===== src/design/staw_pkg.sv =====
// ----------------------------------------------------------------------------
// staw_pkg
// shared types and constants of the strided tensor address walker
// ----------------------------------------------------------------------------
package staw_pkg;

    // field widths
    localparam int DIMS_W       = 2;
    localparam int EXTENT_W     = 16;
    localparam int STRIDE_W     = 24;
    localparam int INDEX_W      = 16;
    localparam int POS_W        = 32;
    localparam int PROD_W       = INDEX_W + STRIDE_W;
    localparam int CFG_INDEX_W  = 3;
    localparam int CFG_DATA_W   = 24;

    // parameter defaults
    localparam int DEFAULT_MAX_DIMS  = 3;
    localparam int DEFAULT_ADDR_BITS = 32;

    // item kinds
    typedef enum logic [1:0] {
        KIND_WALK    = 2'd0,
        KIND_RESTART = 2'd1,
        KIND_LOOKUP  = 2'd2
    } kind_t;

    // register indexes of the configuration port
    typedef enum logic [CFG_INDEX_W-1:0] {
        CFG_DIMS_IN_USE   = 3'd0,
        CFG_EXTENT_FIRST  = 3'd1,
        CFG_EXTENT_SECOND = 3'd2,
        CFG_EXTENT_THIRD  = 3'd3,
        CFG_STRIDE_FIRST  = 3'd4,
        CFG_STRIDE_SECOND = 3'd5,
        CFG_STRIDE_THIRD  = 3'd6,
        CFG_BASE_OFFSET   = 3'd7
    } cfg_reg_t;

    // control from the top level to the walk state
    typedef struct packed {
        logic step;     // a walk or restart item is accepted
        logic restart;  // that item rewinds first
        logic rewind;   // configuration write
    } walk_ctrl_t;

endpackage


===== src/design/staw_walker.sv =====
// ----------------------------------------------------------------------------
// staw_walker
// walk state: per-dimension counters and address offsets, carry logic
// ----------------------------------------------------------------------------
module staw_walker #(
    parameter int MAX_DIMS  = staw_pkg::DEFAULT_MAX_DIMS,
    parameter int ADDR_BITS = staw_pkg::DEFAULT_ADDR_BITS
) (
    input  logic                              clk,
    input  logic                              rst_n,
    input  staw_pkg::walk_ctrl_t              ctrl,
    input  logic [MAX_DIMS-1:0]               used,
    input  logic [staw_pkg::EXTENT_W-1:0]     extent [MAX_DIMS],
    input  logic [staw_pkg::STRIDE_W-1:0]     stride [MAX_DIMS],
    output logic [ADDR_BITS-1:0]              cur_offset [MAX_DIMS],
    output logic [staw_pkg::POS_W-1:0]        cur_pos,
    output logic                              cur_last
);

    logic [staw_pkg::EXTENT_W-1:0] cnt_reg  [MAX_DIMS];
    logic [staw_pkg::EXTENT_W-1:0] cnt_next [MAX_DIMS];
    logic [staw_pkg::EXTENT_W-1:0] cnt_cur  [MAX_DIMS];
    logic [ADDR_BITS-1:0]          off_reg  [MAX_DIMS];
    logic [ADDR_BITS-1:0]          off_next [MAX_DIMS];
    logic [staw_pkg::POS_W-1:0]    pos_reg;
    logic [staw_pkg::POS_W-1:0]    pos_next;
    logic [MAX_DIMS:0]             used_ext;
    logic [MAX_DIMS:0]             last_ext;
    logic [MAX_DIMS:0]             carry;

    // current element, rewound for a restart item
    always_comb
    begin
        for (int d = 0; d < MAX_DIMS; d++)
        begin
            cnt_cur[d]    = ctrl.restart ? '0 : cnt_reg[d];
            cur_offset[d] = ctrl.restart ? '0 : off_reg[d];
        end
        cur_pos = ctrl.restart ? '0 : pos_reg;
    end

    // per-dimension last position and carry chain, innermost used dim first
    always_comb
    begin
        used_ext = {1'b0, used};
        last_ext = '0;
        for (int d = 0; d < MAX_DIMS; d++)
        begin
            last_ext[d] = ({1'b0, cnt_cur[d]} + 17'd1) >= {1'b0, extent[d]};
        end
        cur_last = 1'b1;
        for (int d = 0; d < MAX_DIMS; d++)
        begin
            if (used[d] && !last_ext[d])
            begin
                cur_last = 1'b0;
            end
        end
        carry = '0;
        for (int d = MAX_DIMS - 1; d >= 0; d--)
        begin
            carry[d] = used_ext[d] &&
                       (!used_ext[d+1] || (carry[d+1] && last_ext[d+1]));
        end
    end

    always_comb
    begin
        cnt_next = cnt_reg;
        off_next = off_reg;
        pos_next = pos_reg;
        if (ctrl.rewind || (ctrl.step && cur_last))
        begin
            for (int d = 0; d < MAX_DIMS; d++)
            begin
                cnt_next[d] = '0;
                off_next[d] = '0;
            end
            pos_next = '0;
        end
        else if (ctrl.step)
        begin
            for (int d = 0; d < MAX_DIMS; d++)
            begin
                if (carry[d] && last_ext[d])
                begin
                    cnt_next[d] = '0;
                    off_next[d] = '0;
                end
                else if (carry[d])
                begin
                    cnt_next[d] = cnt_cur[d] + 16'd1;
                    off_next[d] = cur_offset[d] + ADDR_BITS'(stride[d]);
                end
                else
                begin
                    cnt_next[d] = cnt_cur[d];
                    off_next[d] = cur_offset[d];
                end
            end
            pos_next = cur_pos + 32'd1;
        end
    end

    always_ff @(posedge clk or negedge rst_n)
    begin
        if (!rst_n)
        begin
            for (int d = 0; d < MAX_DIMS; d++)
            begin
                cnt_reg[d] <= '0;
                off_reg[d] <= '0;
            end
            pos_reg <= '0;
        end
        else
        begin
            cnt_reg <= cnt_next;
            off_reg <= off_next;
            pos_reg <= pos_next;
        end
    end

endmodule


===== src/design/strided_tensor_address_walker.sv =====
// ----------------------------------------------------------------------------
// strided_tensor_address_walker
// address generator for a strided view of up to three dimensions
// ----------------------------------------------------------------------------
// Takes one item per cycle unless stalled, through a two-stage pipeline: the
// first stage steps the walk counters or forms the index-times-stride
// products of a lookup, the second adds the base offset and the per-dimension
// terms into the source address. Kind 3 is taken and gives nothing. Walk
// items follow row-major order with the innermost used dimension fastest,
// wrap to a new pass after the last element, and every configuration write
// rewinds the walk. The user writes configuration only while the pipeline is
// empty; the block itself does not enforce it.
// ----------------------------------------------------------------------------
module strided_tensor_address_walker #(
    parameter int MAX_DIMS  = staw_pkg::DEFAULT_MAX_DIMS,
    parameter int ADDR_BITS = staw_pkg::DEFAULT_ADDR_BITS
) (
    input  logic                               clk,
    input  logic                               rst_n,
    // configuration write port
    input  logic                               cfg_write_en,
    input  logic [staw_pkg::CFG_INDEX_W-1:0]   cfg_index,
    input  logic [staw_pkg::CFG_DATA_W-1:0]    cfg_data,
    // input channel
    input  logic                               in_valid,
    output logic                               in_stall,
    input  logic [1:0]                         kind,
    input  logic [staw_pkg::INDEX_W-1:0]       index_outer,
    input  logic [staw_pkg::INDEX_W-1:0]       index_middle,
    input  logic [staw_pkg::INDEX_W-1:0]       index_inner,
    // result channel
    output logic                               out_valid,
    input  logic                               out_stall,
    output logic [ADDR_BITS-1:0]               source_address,
    output logic [staw_pkg::POS_W-1:0]         dest_position,
    output logic                               final_element
);

    // configuration registers
    logic [staw_pkg::DIMS_W-1:0]   dims_reg;
    logic [staw_pkg::EXTENT_W-1:0] extent_reg [MAX_DIMS];
    logic [staw_pkg::STRIDE_W-1:0] stride_reg [MAX_DIMS];
    logic [staw_pkg::STRIDE_W-1:0] base_reg;

    // derived view shape
    logic [staw_pkg::DIMS_W-1:0]   dims_eff;
    logic [MAX_DIMS-1:0]           used;
    logic [staw_pkg::EXTENT_W-1:0] extent_eff [MAX_DIMS];

    // input side
    logic                          in_xfer;
    logic                          is_walk;
    logic                          is_lookup;
    logic [staw_pkg::INDEX_W-1:0]  idx [3];
    logic [staw_pkg::PROD_W-1:0]   prod [MAX_DIMS];
    logic [ADDR_BITS-1:0]          term [MAX_DIMS];

    // walk state interface
    staw_pkg::walk_ctrl_t          walk_ctrl;
    logic [ADDR_BITS-1:0]          walk_off [MAX_DIMS];
    logic [staw_pkg::POS_W-1:0]    walk_pos;
    logic                          walk_last;

    // stage one
    logic                          s1_valid_reg;
    logic                          s1_valid_next;
    logic [ADDR_BITS-1:0]          s1_term_reg [MAX_DIMS];
    logic [staw_pkg::POS_W-1:0]    s1_pos_reg;
    logic                          s1_final_reg;
    logic                          s1_ready;

    // stage two, the output register
    logic                          out_valid_reg;
    logic                          out_valid_next;
    logic [ADDR_BITS-1:0]          out_addr_reg;
    logic [ADDR_BITS-1:0]          out_addr_next;
    logic [staw_pkg::POS_W-1:0]    out_pos_reg;
    logic                          out_final_reg;
    logic                          s2_ready;

    // ------------------------------------------------------------------
    // configuration: each write lands in its register and rewinds the walk
    // ------------------------------------------------------------------
    always_ff @(posedge clk or negedge rst_n)
    begin
        if (!rst_n)
        begin
            dims_reg <= staw_pkg::DIMS_W'(1);
            for (int d = 0; d < MAX_DIMS; d++)
            begin
                extent_reg[d] <= staw_pkg::EXTENT_W'(1);
                stride_reg[d] <= staw_pkg::STRIDE_W'(1);
            end
            base_reg <= '0;
        end
        else if (cfg_write_en)
        begin
            case (cfg_index)
                staw_pkg::CFG_DIMS_IN_USE:
                begin
                    dims_reg <= cfg_data[staw_pkg::DIMS_W-1:0];
                end
                staw_pkg::CFG_EXTENT_FIRST,
                staw_pkg::CFG_EXTENT_SECOND,
                staw_pkg::CFG_EXTENT_THIRD:
                begin
                    for (int d = 0; d < MAX_DIMS; d++)
                    begin
                        if (int'(cfg_index) == int'(staw_pkg::CFG_EXTENT_FIRST) + d)
                        begin
                            extent_reg[d] <= cfg_data[staw_pkg::EXTENT_W-1:0];
                        end
                    end
                end
                staw_pkg::CFG_STRIDE_FIRST,
                staw_pkg::CFG_STRIDE_SECOND,
                staw_pkg::CFG_STRIDE_THIRD:
                begin
                    for (int d = 0; d < MAX_DIMS; d++)
                    begin
                        if (int'(cfg_index) == int'(staw_pkg::CFG_STRIDE_FIRST) + d)
                        begin
                            stride_reg[d] <= cfg_data;
                        end
                    end
                end
                staw_pkg::CFG_BASE_OFFSET:
                begin
                    base_reg <= cfg_data;
                end
                default:
                begin
                    base_reg <= base_reg;
                end
            endcase
        end
    end

    // zero dims acts as one, too many acts as the maximum; zero extent as one
    always_comb
    begin
        if (dims_reg == '0)
        begin
            dims_eff = staw_pkg::DIMS_W'(1);
        end
        else if (int'(dims_reg) > MAX_DIMS)
        begin
            dims_eff = staw_pkg::DIMS_W'(MAX_DIMS);
        end
        else
        begin
            dims_eff = dims_reg;
        end
        for (int d = 0; d < MAX_DIMS; d++)
        begin
            used[d]       = int'(dims_eff) > d;
            extent_eff[d] = (extent_reg[d] == '0) ? staw_pkg::EXTENT_W'(1)
                                                  : extent_reg[d];
        end
    end

    // ------------------------------------------------------------------
    // handshake: stage one takes a transfer when it is empty or moving on
    // ------------------------------------------------------------------
    assign s2_ready  = !out_valid_reg || !out_stall;
    assign s1_ready  = !s1_valid_reg || s2_ready;
    assign in_stall  = !s1_ready;
    assign in_xfer   = in_valid && !in_stall;

    assign is_walk   = (kind == staw_pkg::KIND_WALK) || (kind == staw_pkg::KIND_RESTART);
    assign is_lookup = (kind == staw_pkg::KIND_LOOKUP);

    assign walk_ctrl.step    = in_xfer && is_walk;
    assign walk_ctrl.restart = in_xfer && (kind == staw_pkg::KIND_RESTART);
    assign walk_ctrl.rewind  = cfg_write_en;

    staw_walker #(
        .MAX_DIMS  (MAX_DIMS),
        .ADDR_BITS (ADDR_BITS)
    ) u_walker (
        .clk        (clk),
        .rst_n      (rst_n),
        .ctrl       (walk_ctrl),
        .used       (used),
        .extent     (extent_eff),
        .stride     (stride_reg),
        .cur_offset (walk_off),
        .cur_pos    (walk_pos),
        .cur_last   (walk_last)
    );

    // ------------------------------------------------------------------
    // stage one terms: walk offsets or index times stride for a lookup
    // ------------------------------------------------------------------
    assign idx[0] = index_outer;
    assign idx[1] = index_middle;
    assign idx[2] = index_inner;

    always_comb
    begin
        for (int d = 0; d < MAX_DIMS; d++)
        begin
            prod[d] = staw_pkg::PROD_W'(idx[d]) * staw_pkg::PROD_W'(stride_reg[d]);
            if (!used[d])
            begin
                term[d] = '0;
            end
            else if (is_lookup)
            begin
                term[d] = ADDR_BITS'(prod[d]);
            end
            else
            begin
                term[d] = walk_off[d];
            end
        end
    end

    // kind 3 is taken but leaves no result
    always_comb
    begin
        s1_valid_next = s1_valid_reg;
        if (s1_ready)
        begin
            s1_valid_next = in_xfer && (is_walk || is_lookup);
        end
    end

    always_ff @(posedge clk or negedge rst_n)
    begin
        if (!rst_n)
        begin
            s1_valid_reg <= 1'b0;
        end
        else
        begin
            s1_valid_reg <= s1_valid_next;
        end
    end

    always_ff @(posedge clk)
    begin
        if (in_xfer)
        begin
            s1_term_reg  <= term;
            s1_pos_reg   <= is_lookup ? '0 : walk_pos;
            s1_final_reg <= is_lookup ? 1'b0 : walk_last;
        end
    end

    // ------------------------------------------------------------------
    // stage two: base plus the used terms, modulo the address width
    // ------------------------------------------------------------------
    always_comb
    begin
        out_addr_next = ADDR_BITS'(base_reg);
        for (int d = 0; d < MAX_DIMS; d++)
        begin
            out_addr_next = out_addr_next + s1_term_reg[d];
        end
    end

    always_comb
    begin
        out_valid_next = out_valid_reg;
        if (s2_ready)
        begin
            out_valid_next = s1_valid_reg;
        end
    end

    always_ff @(posedge clk or negedge rst_n)
    begin
        if (!rst_n)
        begin
            out_valid_reg <= 1'b0;
        end
        else
        begin
            out_valid_reg <= out_valid_next;
        end
    end

    always_ff @(posedge clk)
    begin
        if (s2_ready && s1_valid_reg)
        begin
            out_addr_reg  <= out_addr_next;
            out_pos_reg   <= s1_pos_reg;
            out_final_reg <= s1_final_reg;
        end
    end

    assign out_valid      = out_valid_reg;
    assign source_address = out_addr_reg;
    assign dest_position  = out_pos_reg;
    assign final_element  = out_final_reg;

`ifndef ASSERT_OFF
    // a full pipeline with a stalled output takes no transfer
    assert property (@(posedge clk) disable iff (!rst_n)
        (s1_valid_reg && out_valid_reg && out_stall) |-> in_stall)
        else $error("transfer taken into a full pipeline");

    // stepping past the last element starts the next pass at position zero
    assert property (@(posedge clk) disable iff (!rst_n)
        (walk_ctrl.step && walk_last) |=> (walk_pos == '0))
        else $error("walk did not wrap after the last element");

    // a configuration write rewinds the walk
    assert property (@(posedge clk) disable iff (!rst_n)
        cfg_write_en |=> (walk_pos == '0))
        else $error("configuration write did not rewind the walk");
`endif

endmodule


===== config.mk =====
export PLATFORM = sky130hd
export DESIGN_NAME = strided_tensor_address_walker
export DESIGN_NICKNAME = d
export VERILOG_FILES = /design/src/design/staw_pkg.sv /design/src/design/staw_walker.sv /design/src/design/strided_tensor_address_walker.sv
export SDC_FILE = /design/constraint.sdc
export NUM_CORES = 2
export LEC_CHECK = 0
export BUFFER_PORTS_ARGS = -buffer_cell sky130_fd_sc_hd__buf_2
export CORE_ASPECT_RATIO = 1.1
export CORE_MARGIN = 5
export CORE_UTILIZATION = 55
export DETAILED_ROUTE_END_ITERATION = 16
export GPL_ROUTABILITY_DRIVEN = 1
export PLACE_DENSITY = 0.75
export SETUP_SLACK_MARGIN = 0.1
export SLEW_MARGIN = 0
export SYNTH_ARGS = -nofsm -noshare
export SYNTH_HDL_FRONTEND = slang
export SYNTH_SLANG_ARGS = --single-unit

===== constraint.sdc =====
create_clock -name clk -period 7.45 [get_ports clk]
set_clock_uncertainty 0.2 [all_clocks]
set_input_delay 0 -clock clk [delete_from_list [all_inputs] [get_ports clk]]
set_output_delay 0 -clock clk [all_outputs]
set_load 0.02 [all_outputs]

==> out/summary.md <==
The signal on the critical path passes through buf_4 -> and2_1 -> fa_1 -> inv_1 -> fa_1 -> fa_1 -> inv_1 -> fa_1 -> fa_1 -> inv_1 -> fa_1 -> inv_1 -> ha_1 -> a21o_1 -> a21o_1 -> a21oi_1 -> nand2_1 -> a41o_1 -> a221oi_2 -> o2111ai_1 -> a31oi_1 -> xnor2_1 -> o21ai_1. Post-synthesis average cell area: 9.46 um2. Prior to clock tree synthesis, the placed netlist has a worst setup slack of 265 ps.

Timing would allow up to 141 MHz. The count of input and output buffers came out at 148. The type of the setup path with the least slack is reg2reg. The die outline width works out to 328 um. The share of the clock period used by the worst path is 95.4%, and the count of endpoints failing setup in the final report is 0. The number of vias per cell is 5.89, and the arrival time of data at the critical path endpoint is 7280 ps. fa_1 takes more of the synthesized area than any other cell. At the end of routability-driven placement, the weighted congestion stood at 0.937.

The number of antenna violations at the first check in global routing was 21; the via total after detailed routing was 47397. Ranked by total cell area, the synthesized netlist is headed by fa_1 (29%), dfrtp_1 (13%), edfxtp_1 (9.5%). For the final routed database, the setup TNS stands at 0 ps. Element type at the critical path end: a register. In this run the cell area of the synthesized design comes to 61100 um2. The post-route minimum period is 7110 ps, and the number of filler cells placed in the layout is 9379. From synthesis to final layout, the design area changed by 8.13%. The logs give 50239 for the via count of the first global-routing pass and 6465 for the gate count of the mapped netlist.

The TritonCTS buffer count came out at 59. The die covers 118000 um2. The logs give 0 for the total DRC errors in the routed layout and 518 for the total clock sinks. The synthesized design devotes to its leading area cell type 29.4% of total area. For the area of the core, the log shows 111000 um2.

TritonCTS built the clock tree. The net count of the finished layout is 7929. Setup repair after global routing left no endpoint under its margin. Top-level I/O count: 149. The cell type with the highest occurrence count on the critical path was fa_1.

The hold violation total from the final report came out at 0. Data on the critical path is required at its endpoint by 7630 ps. The run gives 55.3% as the initial core utilization. Max-cap violations in this run came to 0. Together, buffers and inverters on the worst path number 5.

The slew at the pin closest to its max-slew limit was 1210 ps; the post-detailed-routing wire length was 178 mm. In this run the clock root is driven by a clkbuf_16. The most common library cell in the layout ignoring fill and taps is inv_1.

The tools report the number of violations reported at the end of detailed-routing iteration 0 as 4190. The top cell types in the final layout, fill and taps aside, are inv_1 (1036), nand2_1 (1002), fa_1 (898). Sequential cells were found to cover 22.8% of the synthesized design area. For the number of slew-limit violations in the final report, the log shows 0. For the worst-skew pair, the clock arrives at the later sink with an insertion delay of 670 ps. The floorplan row count was 128; the maximum clock insertion buffer count was 3.

The logs give 30.7% for the overall fraction of global-route tracks in use and 86 for the number of distinct standard cells referenced by the synthesized netlist. The flow ran to the end, and the final reports show no timing, DRC or antenna violations. The clock tree synthesis step divided the H-tree into 2 levels. The cell family contributing the most delay on the critical path was adder cells. The floorplan step set the die height to 360 um. Measured against its own limit, the worst slew margin works out to 18.4%. The kind of start point of the critical path was a register. The worst hold path class is in2reg.

The slowest stage of the critical path is the dfrtp_2 cell. The final antenna-violating net count is 0, and the flop and latch count out of synthesis is 518. The number of setup buffers added after CTS is 0. The delay of the slowest cell on the worst path is 520 ps, and the sum of overflow across all layers after global routing is 0. Pin count of the biggest net entering global routing: 144.

In the final routed layout, each cell accounts on average for 22.1 um. For this run, the leading register cell type out of synthesis is dfrtp_1. In the post-route analysis, the smallest setup slack over all paths is 345 ps. Cells with a size suffix above 1 make up 8.42% of the layout. The run gives 132 mm as the total half-perimeter wirelength after legalization and detailed placement.

Clock-pin slew was measured on the worst setup and hold paths at 60 ps. During synthesis, Yosys emitted a total of 0 warnings. The post-synth net total is 7838.

The async set-or-reset flop fraction in the synthesized netlist works out to 62.5%. The first global-routing pass estimated 284 mm of wire. Number of enable flip-flop cells after synthesis: 194. Maximum net fanout on the critical path: 10. For the detailed-routing iteration count for the pre-antenna-repair pass, the log shows 8.
path summary, 6_finish.rpt:
path,startpoint,endpoint,slack [ps],cells after the start
max in group asynchronous,rst_n,stride_reg[31]$_DFFE_PN0P_,5830,4
max,stride_reg[56]$_DFFE_PN0P_,s1_term_reg[95]$_SDFFCE_PP0P_,340,23
min reg2reg,s1_pos_reg[31]$_SDFFCE_PN0P_,dest_position[31]$_DFFE_PP_,220,0
min in group asynchronous,rst_n,stride_reg[0]$_DFFE_PN1P_,260,3
max reg2reg,stride_reg[56]$_DFFE_PN0P_,s1_term_reg[95]$_SDFFCE_PP0P_,340,23
min,out_stall,source_address[14]$_DFFE_PP_,90,3
cells by family after synthesis:
group | synth area share, %
buf+inv | 8.15
mux | 2.19
xor+xnor | 3.51
compound gates | 9.59
fa+ha+maj | 37.4
simple gates | 16.3
flops | 22.8
layout make-up:
cell class	count	area [um2]	share of cell area (%)
multi-input combinational	4627	42300	64.0
sequential	518	14000	21.1
inverter	1037	3890	5.89
timing repair buffer	313	2150	3.25
tap	1430	1790	2.71
clock buffer	84	1710	2.58
clock inverter	28	228	0.344
antenna	16	40.0	0.0606
cells in the mapped netlist, drive strengths merged, types with 8 or more instances:
| cell type | instances |
|---|---|
| a21oi | 222 |
| xor2 | 87 |
| o21a | 31 |
| nand3 | 90 |
| nand2 | 1002 |
| o31ai | 17 |
| o31a | 10 |
| o2111ai | 9 |
| nor2 | 156 |
| clkbuf | 260 |
| nor3 | 63 |
| a31oi | 26 |
| a211o | 12 |
| xnor2 | 158 |
| nor4 | 28 |
| a41o | 9 |
| dfrtp | 317 |
| a21boi | 9 |
| a21o | 91 |
| buf | 23 |
| mux2 | 116 |
| and3 | 54 |
| edfxtp | 194 |
| o21ai | 258 |
| or2 | 9 |
| nor2b | 18 |
| a22o | 61 |
| fa | 898 |
| ha | 393 |
| inv | 1037 |
| nand2b | 38 |
| o211ai | 23 |
| a211oi | 21 |
| a32o | 14 |
| a31o | 8 |
| or3 | 26 |
| and2 | 523 |
| nand4 | 37 |
| o21bai | 22 |
tightest hold or removal path: cells and delay by family:
| family | cells | cell delay (ps) |
|---|---|---|
| buffers and inverters | 2 | 660 |
| AO/OA/AOI/OAI | 1 | 100 |
layer usage:
metal	routed length (um)	global-route usage, %	part of all wire (%)	vias to the layer above
met4	9760	14.0	5.5	16
met5	106	0	0.060	-
met1	68000	39.9	38	23806
met2	82400	49.1	46	2239
met3	17700	7.30	9.9	467
li1	-	-	-	20869
timing repair:
item | CTS | global route
hold buffers | 52 | 0
resized for setup | 0 | 27
hold endpoints to repair | 518 | 0
setup endpoints to repair | 0 | 13
per-stage QoR:
step                      cell area, um2  instances  hold WS [ps]  util (%)
after CTS                          66000       8037          78.2      59.7
after global placement             63600       7873          -205      57.5
after detailed placement           63600       7873          -205      57.5
after global routing               66100       8041           103      59.8
final                              66100       8053          94.3      59.8
after floorplan                    61100       6465          -496         -
Power is not shown: default switching activity piles up to over one toggle a cycle in this logic, so the estimate is an artifact.
